### src/sv/wavetable_sound_chip_regs_top_defines.svh
// Assertion helpers for the sound chip RTL
`ifndef WAVETABLE_SOUND_CHIP_REGS_TOP_DEFINES_SVH
`define WAVETABLE_SOUND_CHIP_REGS_TOP_DEFINES_SVH

// same-cycle implication, checked out of reset
`define WTSC_ASSERT_IMP(lbl, cond, prop) \
    lbl: assert property (@(posedge clk) disable iff (!rst_n) (cond) |-> (prop)) \
        else $error("wtsc: same-cycle check failed");

// next-cycle implication, checked out of reset
`define WTSC_ASSERT_NXT(lbl, cond, prop) \
    lbl: assert property (@(posedge clk) disable iff (!rst_n) (cond) |=> (prop)) \
        else $error("wtsc: next-cycle check failed");

`endif

### src/sv/wtsc_pkg.sv
`timescale 1ns / 1ps
package wtsc_pkg;

    localparam logic [1:0] REQ_WRITE = 2'd0;
    localparam logic [1:0] REQ_READ  = 2'd1;
    localparam logic [1:0] REQ_TICK  = 2'd2;
    localparam logic [1:0] REQ_RSVD  = 2'd3;

    localparam logic [7:0]  ENABLE_CODE = 8'h3F;
    localparam logic [7:0]  OPEN_BUS    = 8'hFF;
    localparam int          NCHAN       = 5;
    // ceil(2^19 / 75): (m * MIX_RECIP) >> 19 is floor(m / 75) for every m up to 9600
    localparam logic [12:0] MIX_RECIP   = 13'd6991;
    localparam logic [8:0]  MIX_BIAS    = 9'd128;
    localparam logic [8:0]  SAMPLE_MAX  = 9'd255;

    typedef struct packed {
        logic       is_win;
        logic       is_wave;
        logic       is_freq_lo;
        logic       is_freq_hi;
        logic       is_vol;
        logic       is_mask;
        logic [2:0] chan;
        logic [6:0] wave_addr;
    } dec_t;

endpackage

### src/sv/wtsc_dec.sv
`timescale 1ns / 1ps
module wtsc_dec
    import wtsc_pkg::*;
(
    input  logic [12:0] offset,
    output dec_t        dec
);

    logic [10:0] r;
    logic        grp8;
    logic [3:0]  lo;
    logic [3:0]  vol_ch;

    assign r      = offset[10:0];
    assign lo     = r[3:0];
    assign grp8   = (r[10:4] == 7'h08);
    assign vol_ch = lo - 4'd10;

    always_comb
    begin
        dec            = '0;
        dec.is_win     = (offset[12:11] == 2'b11);
        dec.is_wave    = (r[10:7] == 4'd0);
        dec.is_freq_lo = grp8 && (lo <= 4'd9) && !lo[0];
        dec.is_freq_hi = grp8 && (lo <= 4'd9) && lo[0];
        dec.is_vol     = grp8 && (lo >= 4'd10) && (lo <= 4'd14);
        dec.is_mask    = grp8 && (lo == 4'd15);
        dec.chan       = dec.is_vol ? vol_ch[2:0] : lo[3:1];
        dec.wave_addr  = r[6:0];
    end

endmodule

### src/sv/wtsc_div.sv
`timescale 1ns / 1ps
module wtsc_div
    import wtsc_pkg::*;
(
    input  logic        clk,
    input  logic        rst_n,
    input  logic        start,
    input  logic [15:0] num,
    input  logic [12:0] den,
    output logic        busy,
    output logic        done,
    output logic [15:0] quot,
    output logic [12:0] rem
);

    logic [15:0] num_reg;
    logic [12:0] rem_reg;
    logic [12:0] den_reg;
    logic [3:0]  cnt_reg;
    logic        busy_reg;
    logic        done_reg;
    logic [13:0] part;
    logic        ge;
    logic [13:0] diff;
    logic [12:0] rem_next;

    assign part     = {rem_reg, num_reg[15]};
    assign ge       = part >= {1'b0, den_reg};
    assign diff     = part - {1'b0, den_reg};
    assign rem_next = ge ? diff[12:0] : part[12:0];

    // one quotient bit per cycle, quotient shifts in behind the dividend
    always_ff @(posedge clk or negedge rst_n)
    begin
        if (!rst_n)
        begin
            busy_reg <= 1'b0;
            done_reg <= 1'b0;
            cnt_reg  <= '0;
        end
        else
        begin
            done_reg <= 1'b0;
            if (start)
            begin
                busy_reg <= 1'b1;
                cnt_reg  <= '0;
            end
            else if (busy_reg)
            begin
                cnt_reg <= cnt_reg + 4'd1;
                if (cnt_reg == 4'd15)
                begin
                    busy_reg <= 1'b0;
                    done_reg <= 1'b1;
                end
            end
        end
    end

    always_ff @(posedge clk)
    begin
        if (start)
        begin
            num_reg <= num;
            den_reg <= den;
            rem_reg <= '0;
        end
        else if (busy_reg)
        begin
            num_reg <= {num_reg[14:0], ge};
            rem_reg <= rem_next;
        end
    end

    assign busy = busy_reg;
    assign done = done_reg;
    assign quot = num_reg;
    assign rem  = rem_reg;

endmodule

### src/sv/wavetable_sound_chip_regs_top.sv
`timescale 1ns / 1ps
// Five-channel wavetable sound chip register block. Each beat carries a bus
// write, a bus read, a sample tick or a reserved request that does nothing, and
// yields one result beat. A tick walks the channels one at a time: each enabled
// channel goes through the 16-step bit-serial divider that wraps the phase, and
// each disabled one is skipped; the final scaling by 75 is a reciprocal multiply
// in S_MIX followed by bias and clamp in S_MIXDIV. A stalled result beat holds
// the block for as long as out_stall stays high. Waveforms sit in a 128x8 RAM
// and per-channel phase in a 5-entry RAM, both with registered reads.
module wavetable_sound_chip_regs_top
    import wtsc_pkg::*;
(
    input  logic        clk,
    input  logic        rst_n,
    input  logic        cfg_we,
    input  logic [23:0] cfg_wdata,
    input  logic        in_valid,
    output logic        in_stall,
    input  logic [1:0]  req_type,
    input  logic [12:0] offset,
    input  logic [7:0]  wdata,
    output logic        out_valid,
    input  logic        out_stall,
    output logic        read_hit,
    output logic [7:0]  read_data,
    output logic [7:0]  sample_out,
    output logic [7:0]  rom_bank,
    output logic        window_enabled
);

`include "wavetable_sound_chip_regs_top_defines.svh"

    localparam logic [3:0] S_IDLE   = 4'd0;
    localparam logic [3:0] S_RD     = 4'd1;
    localparam logic [3:0] S_T_RD   = 4'd2;
    localparam logic [3:0] S_T_ADD  = 4'd3;
    localparam logic [3:0] S_T_DIV  = 4'd4;
    localparam logic [3:0] S_T_MAC  = 4'd5;
    localparam logic [3:0] S_MIX    = 4'd6;
    localparam logic [3:0] S_MIXDIV = 4'd7;
    localparam logic [3:0] S_DONE   = 4'd8;

    logic [3:0]  state_reg;
    logic [23:0] step_reg;
    logic        window_on_reg;
    logic [7:0]  bank_sel_reg;
    logic [11:0] freq_reg [NCHAN];
    logic [3:0]  vol_reg [NCHAN];
    logic [4:0]  mask_reg;

    logic [7:0]  wave_mem [128];
    logic [127:0] wave_vld_reg;
    logic [7:0]  wave_rdata_reg;
    logic        wave_rvld_reg;
    logic        wave_we;
    logic        wave_re;
    logic [6:0]  wave_raddr;

    logic [36:0] chan_mem [NCHAN];
    logic [NCHAN-1:0] chan_vld_reg;
    logic [36:0] chan_rdata_reg;
    logic        chan_rvld_reg;
    logic        chan_re;
    logic        chan_we;
    logic [36:0] chan_wdata;

    logic [2:0]  ch_reg;
    logic [31:0] sum_reg;
    logic [4:0]  idx_reg;
    logic signed [14:0] mix_reg;
    logic        neg_reg;
    logic [7:0]  quot_reg;
    logic        res_hit_reg;
    logic [7:0]  res_rd_reg;
    logic [7:0]  res_smp_reg;

    logic        out_valid_reg;
    logic        out_hit_reg;
    logic [7:0]  out_rd_reg;
    logic [7:0]  out_smp_reg;
    logic [7:0]  out_bank_reg;
    logic        out_win_reg;

    dec_t        dec;
    logic        in_acc;
    logic        div_start;
    logic        div_busy;
    logic        div_done;
    logic [15:0] div_num;
    logic [12:0] div_den;
    logic [15:0] div_quot;
    logic [12:0] div_rem;

    logic [31:0] phase_cur;
    logic [4:0]  idx_cur;
    logic [31:0] sum_next;
    logic [4:0]  idx_next;
    logic [1:0]  wave_ch;
    logic [7:0]  wave_byte;
    logic signed [12:0] prod;
    logic [13:0] mix_mag;
    logic [26:0] mix_prod;
    logic [8:0]  smp_wide;
    logic        out_load;

    wtsc_dec u_dec (
        .offset (offset),
        .dec    (dec)
    );

    wtsc_div u_div (
        .clk   (clk),
        .rst_n (rst_n),
        .start (div_start),
        .num   (div_num),
        .den   (div_den),
        .busy  (div_busy),
        .done  (div_done),
        .quot  (div_quot),
        .rem   (div_rem)
    );

    assign in_stall = (state_reg != S_IDLE);
    assign in_acc   = in_valid && !in_stall;

    assign phase_cur = chan_rvld_reg ? chan_rdata_reg[31:0] : 32'd0;
    assign idx_cur   = chan_rvld_reg ? chan_rdata_reg[36:32] : 5'd0;
    assign sum_next  = phase_cur + {8'd0, step_reg};
    assign idx_next  = idx_reg + div_quot[4:0];
    assign wave_ch   = (ch_reg == 3'd4) ? 2'd3 : ch_reg[1:0];
    assign wave_byte = wave_rvld_reg ? wave_rdata_reg : 8'd0;
    assign prod      = $signed(wave_byte) * $signed({1'b0, vol_reg[ch_reg]});
    assign mix_mag   = mix_reg[14] ? 14'(-mix_reg) : mix_reg[13:0];
    assign mix_prod  = {13'd0, mix_mag} * {14'd0, MIX_RECIP};

    // divider wraps the phase: (sum >> 16) over (freq + 1)
    assign div_start = (state_reg == S_T_ADD);
    assign div_num   = sum_next[31:16];
    assign div_den   = {1'b0, freq_reg[ch_reg]} + 13'd1;

    assign smp_wide  = neg_reg ? (MIX_BIAS - {1'b0, quot_reg})
                               : (MIX_BIAS + {1'b0, quot_reg});

    assign wave_we    = in_acc && (req_type == REQ_WRITE) && dec.is_win && window_on_reg
                        && dec.is_wave;
    assign wave_re    = (in_acc && (req_type == REQ_READ))
                        || ((state_reg == S_T_DIV) && div_done);
    assign wave_raddr = (state_reg == S_IDLE) ? dec.wave_addr : {wave_ch, idx_next};

    assign chan_re    = (state_reg == S_T_RD) && mask_reg[ch_reg];
    assign chan_we    = (state_reg == S_T_DIV) && div_done;
    assign chan_wdata = {idx_next, 3'd0, div_rem, sum_reg[15:0]};

    assign out_load = (state_reg == S_DONE) && (!out_valid_reg || !out_stall);

    // waveform RAM
    always_ff @(posedge clk)
    begin
        if (wave_we)
            wave_mem[dec.wave_addr] <= wdata;
        if (wave_re)
            wave_rdata_reg <= wave_mem[wave_raddr];
    end

    always_ff @(posedge clk or negedge rst_n)
    begin
        if (!rst_n)
        begin
            wave_vld_reg  <= '0;
            wave_rvld_reg <= 1'b0;
        end
        else
        begin
            if (wave_we)
                wave_vld_reg[dec.wave_addr] <= 1'b1;
            if (wave_re)
                wave_rvld_reg <= wave_vld_reg[wave_raddr];
        end
    end

    // channel phase RAM: {wave index, pad, phase}
    always_ff @(posedge clk)
    begin
        if (chan_we)
            chan_mem[ch_reg] <= chan_wdata;
        if (chan_re)
            chan_rdata_reg <= chan_mem[ch_reg];
    end

    always_ff @(posedge clk or negedge rst_n)
    begin
        if (!rst_n)
        begin
            chan_vld_reg  <= '0;
            chan_rvld_reg <= 1'b0;
        end
        else
        begin
            if (chan_we)
                chan_vld_reg[ch_reg] <= 1'b1;
            if (chan_re)
                chan_rvld_reg <= chan_vld_reg[ch_reg];
        end
    end

    always_ff @(posedge clk or negedge rst_n)
    begin
        if (!rst_n)
            step_reg <= 24'd5319480;
        else if (cfg_we)
            step_reg <= cfg_wdata;
    end

    always_ff @(posedge clk or negedge rst_n)
    begin
        if (!rst_n)
        begin
            state_reg     <= S_IDLE;
            window_on_reg <= 1'b0;
            bank_sel_reg  <= '0;
            mask_reg      <= '0;
            for (int i = 0; i < NCHAN; i++)
            begin
                freq_reg[i] <= '0;
                vol_reg[i]  <= '0;
            end
            ch_reg      <= '0;
            sum_reg     <= '0;
            idx_reg     <= '0;
            mix_reg     <= '0;
            neg_reg     <= 1'b0;
            quot_reg    <= '0;
            res_hit_reg <= 1'b0;
            res_rd_reg  <= '0;
            res_smp_reg <= '0;
        end
        else
        begin
            case (state_reg)
                S_IDLE:
                begin
                    if (in_acc)
                    begin
                        res_hit_reg <= 1'b0;
                        res_rd_reg  <= '0;
                        res_smp_reg <= '0;
                        state_reg   <= S_DONE;
                        case (req_type)
                            REQ_WRITE:
                            begin
                                if (!dec.is_win)
                                begin
                                    if (wdata == ENABLE_CODE)
                                        window_on_reg <= 1'b1;
                                    else
                                    begin
                                        window_on_reg <= 1'b0;
                                        bank_sel_reg  <= wdata;
                                    end
                                end
                                else if (window_on_reg)
                                begin
                                    if (dec.is_freq_lo)
                                        freq_reg[dec.chan][7:0] <= wdata;
                                    if (dec.is_freq_hi)
                                        freq_reg[dec.chan][11:8] <= wdata[3:0];
                                    if (dec.is_vol)
                                        vol_reg[dec.chan] <= wdata[3:0];
                                    if (dec.is_mask)
                                        mask_reg <= wdata[4:0];
                                end
                            end
                            REQ_READ:
                            begin
                                if (window_on_reg && dec.is_win)
                                begin
                                    res_hit_reg <= 1'b1;
                                    if (dec.is_wave)
                                        state_reg <= S_RD;
                                    else
                                        res_rd_reg <= OPEN_BUS;
                                end
                            end
                            REQ_TICK:
                            begin
                                ch_reg    <= '0;
                                mix_reg   <= '0;
                                state_reg <= S_T_RD;
                            end
                            default:
                            begin
                                res_hit_reg <= 1'b0;
                            end
                        endcase
                    end
                end
                S_RD:
                begin
                    res_rd_reg <= wave_byte;
                    state_reg  <= S_DONE;
                end
                S_T_RD:
                begin
                    if (mask_reg[ch_reg])
                        state_reg <= S_T_ADD;
                    else if (ch_reg == 3'd4)
                        state_reg <= S_MIX;
                    else
                        ch_reg <= ch_reg + 3'd1;
                end
                S_T_ADD:
                begin
                    sum_reg   <= sum_next;
                    idx_reg   <= idx_cur;
                    state_reg <= S_T_DIV;
                end
                S_T_DIV:
                begin
                    if (div_done)
                        state_reg <= S_T_MAC;
                end
                S_T_MAC:
                begin
                    mix_reg <= mix_reg + 15'(prod);
                    if (ch_reg == 3'd4)
                        state_reg <= S_MIX;
                    else
                    begin
                        ch_reg    <= ch_reg + 3'd1;
                        state_reg <= S_T_RD;
                    end
                end
                S_MIX:
                begin
                    // scale the magnitude by 1/75, sign goes back on next cycle
                    neg_reg   <= mix_reg[14];
                    quot_reg  <= mix_prod[26:19];
                    state_reg <= S_MIXDIV;
                end
                S_MIXDIV:
                begin
                    res_smp_reg <= (smp_wide > SAMPLE_MAX) ? 8'hFF : smp_wide[7:0];
                    state_reg   <= S_DONE;
                end
                S_DONE:
                begin
                    if (out_load)
                        state_reg <= S_IDLE;
                end
                default:
                begin
                    state_reg <= S_IDLE;
                end
            endcase
        end
    end

    // output register: hold the beat while stalled
    always_ff @(posedge clk or negedge rst_n)
    begin
        if (!rst_n)
            out_valid_reg <= 1'b0;
        else if (out_load)
            out_valid_reg <= 1'b1;
        else if (!out_stall)
            out_valid_reg <= 1'b0;
    end

    always_ff @(posedge clk)
    begin
        if (out_load)
        begin
            out_hit_reg  <= res_hit_reg;
            out_rd_reg   <= res_rd_reg;
            out_smp_reg  <= res_smp_reg;
            out_bank_reg <= bank_sel_reg;
            out_win_reg  <= window_on_reg;
        end
    end

    assign out_valid      = out_valid_reg;
    assign read_hit       = out_hit_reg;
    assign read_data      = out_rd_reg;
    assign sample_out     = out_smp_reg;
    assign rom_bank       = out_bank_reg;
    assign window_enabled = out_win_reg;

    `WTSC_ASSERT_IMP(a_miss_zero, out_valid && !read_hit, read_data == 8'd0)
    `WTSC_ASSERT_IMP(a_div_idle_start, div_start, !div_busy)
    `WTSC_ASSERT_NXT(a_accept_busy, in_acc, state_reg != S_IDLE)
    `WTSC_ASSERT_IMP(a_mix_range, 1'b1, (mix_reg >= -15'sd9600) && (mix_reg <= 15'sd9600))

endmodule
### config.mk
export PLATFORM = sky130hd
export DESIGN_NAME = wavetable_sound_chip_regs_top
export DESIGN_NICKNAME = d
export VERILOG_FILES = /design/src/sv/wtsc_pkg.sv /design/src/sv/wtsc_dec.sv /design/src/sv/wtsc_div.sv /design/src/sv/wavetable_sound_chip_regs_top.sv
export VERILOG_INCLUDE_DIRS = /design/src /design/src/sv
export SDC_FILE = /design/constraint.sdc
export NUM_CORES = 2
export LEC_CHECK = 0
export BUFFER_PORTS_ARGS = -buffer_cell sky130_fd_sc_hd__clkbuf_2
export CORE_UTILIZATION = 50
export CTS_CLUSTER_DIAMETER = 50
export CTS_CLUSTER_SIZE = 14
export DETAILED_ROUTE_END_ITERATION = 10
export PLACE_DENSITY = 0.68
export SYNTH_ARGS = -nofsm -noshare
export SYNTH_HDL_FRONTEND = slang
export SYNTH_SLANG_ARGS = --single-unit
### constraint.sdc
create_clock -name clk -period 7.2 [get_ports clk]
set_input_delay 0.72 -clock clk [delete_from_list [all_inputs] [get_ports clk]]
set_output_delay 0.72 -clock clk [all_outputs]
set_load 0.05 [all_outputs]
==> qor.csv <==
metric;value;unit
Sw Share;36.1;%
Synth cell types;75;
GRT Resource Usage Total;23.3;%
area of the die;144000;um^2
r2r setup slk;0.45;ns
placed instance area;74200;um^2
Slew Limit Headroom;15.8;%
final hold viol count;0;
syn nets;5032;
net load switching power;11.2;mW
crit path time final;6.75;ns
initial antenna violation count;4;
combinational share of power;37.5;%
design area;79300;um^2
ys flop type;edfxtp_1;
Mapped Area;71400;um^2
most frequent cells in the layout;edfxtp_1, nand2_1, dfrtp_1, nor2_1, mux4_2;
final period utilization;93.8;%
Hold WC Path Type;in2reg;
Setup CP Type;reg2reg;
routed vias/inst;5.89;
post-synth top area share;54.3;%
Final setup viols;0;
total grt overflow;0;
share of layout cells above drive strength 1;19.8;%
Port Buffers;79;
clock share of power;26.4;%
Sink Count;1633;
Layout Cells excl Fill;6850;
row cnt;138;
data required time of the worst path;7.84;ns
post-synthesis register bit count;1633;
DRC;0;
DRT iter0 DRCs;3675;
Least-Margin Pin Slew;1.25;ns
cell taking the most area after synthesis;edfxtp_1;
GPL Wtd Cong;0.899;
CTS Buffer Depth;3;
Post-Synthesis Cells;4714;
Max VDD drop;0.595;mV
Core ar.;142000;um^2
Max stage delay on crit path;0.54;ns
die width;380;um
Synth-to-Final Area Change;11.1;%
DR WL/cell;24.3;um
fillers;11075;
crit path max-delay cell type;fa_1;
outcome;finished, final reports clean;
CP max FO;6;
total number of vias;40367;
Initial Utilization;50.4;%
Final Power;31.0;mW
ANT nets after route;0;
first-pass GRT wire length;255;mm
sequential area share after synthesis;66.2;%
final-report max-slew violation count;0;
async set-reset flop share out of synthesis;20.1;%
Critical Path End Type;flip-flop;
die height;380;um
root buffer cell;clkbuf_16;
Core Util, Final;56.0;%
clock slew at reported path FFs;0.06;ns
CTS tree;yes;
count of flip-flops with a built-in enable after synthesis;1291;
CP most frequent cell;fa_1;
CP Launch Type;flip-flop;
Detailed Routing Iterations Pass 1;8;
leakage power;29.9;nW
Inst Count DP;6563;
final WL;167;mm
Worst EP arrival;7.39;ns
vias in the first global route;41258;
pwr dens;391;nW/um^2
max_cap viols;0;
Worst Skew;0.0422;ns
maximum clock rate;148;MHz
Ports;80;
Post-DP HPWL;102;mm
largest net degree at the start of global routing;154;
Clk Latency, worst-skew pair;0.80;ns
yosys warns;0;
Int Pwr;19.8;mW
cts bufs inserted;154;
most common cell after layout, fill and taps aside;edfxtp_1;
max FFs per register;1024;
Avg Cell Area, Syn;15.1;um^2
H-tree depth;4;
layout net count;5151;
Seq pwr share;36.1;%
synth top area cells;edfxtp_1, dfrtp_1, mux4_2;
[power by group through the flow]
stage	Sequential, mW	Clock [mW]	Combinational, mW
final	11.2	8.18	11.6
after detailed placement	11.4	0	11.6
after floorplan	11.2	0	8.16
after global placement	11.4	0	11.5
after global routing	11.2	8.65	12.8
after CTS	11.2	8.31	11.7
[stage by stage]
| step | TNS [ns] | hold WS (ns) | worst slack (ns) |
|---|---|---|---|
| after floorplan | 0 | 0.421 | 0.392 |
| after global placement | 0 | 0.430 | 0.148 |
| after detailed placement | 0 | 0.434 | 0.0917 |
| after CTS | 0 | 0.111 | 0.0513 |
| after global routing | -0.0689 | 0.137 | -0.0689 |
| final | 0 | 0.159 | 0.449 |
[cells in the mapped netlist, types with 43 or more instances]
master       n
edfxtp_1  1291
nand2_1    554
dfrtp_1    319
nor2_1     286
mux4_2     272
inv_1      196
ha_1       170
nand3_1    155
or2_2      142
mux2_2     123
o21ai_0    119
a21oi_1    104
fa_1        96
clkbuf_1    95
buf_2       77
xnor2_1     73
mux2i_1     52
xor2_1      46
a21o_1      44
a22oi_1     43
a31oi_1     43
[area by class of cell]
cell class | instances | area, um^2 | share of cell area (%)
Tap cell | 1890 | 2360 | 2.98
Timing Repair Buffer | 168 | 1170 | 1.48
Sequential cell | 1633 | 47300 | 59.6
Clock buffer | 216 | 4190 | 5.28
Antenna cell | 1 | 2.50 | 0.00315
Inverter | 201 | 754 | 0.951
Clock inverter | 66 | 900 | 1.13
Multi-Input combinational cell | 2675 | 22700 | 28.6
[layer usage]
layer  up-vias  track usage (%)  routed length (um)
met5         -                0                  46
met4         6             7.78                4910
met3       280             4.33               12600
met2      1512             36.9               79100
met1     20727             32.7               70000
li1      17842                -                   -
[worst max-delay path: cells and delay by family, from the launching register on]
family	cells	cell delay [ns]
adder cells (fa/ha/maj)	6	2.57
buffers and inverters	3	0.26
AND/OR/NAND/NOR	7	1.45
flip-flops	1	0.48
XOR/XNOR	2	0.39
AO/OA/AOI/OAI	8	1.44
[timing repair]
action / 4_1_cts / 5_1_grt
hold endpoints to repair: 80 / 0
setup endpoints to repair: 0 / 3
hold buffers: 1 / 0
setup buffers: 0 / 3
resized for setup: 0 / 8
[logic make-up after synthesis]
kind of cell,Yosys count,share of synthesized area (%)
simple gates,1354,8.65
flops,1633,66.2
fa+ha+maj,266,5.67
compound gates,487,4.41
mux,449,11.3
buf+inv,406,2.31
xor+xnor,119,1.46
[final timing paths]
| check | end | from | depth (start not counted) |
|---|---|---|---|
| min reg2reg | rom_bank[6] | bank_sel_reg[6] | 0 |
| min | step_reg[10] | cfg_wdata[10] | 2 |
| min in group asynchronous | wave_vld_reg[22] | rst_n | 2 |
| max | quot_reg[7] | mix_reg[2] | 26 |
| max in group asynchronous | ch_reg[0] | rst_n | 3 |
| max reg2reg | quot_reg[7] | mix_reg[2] | 26 |
(Power assumes the default switching activity.)
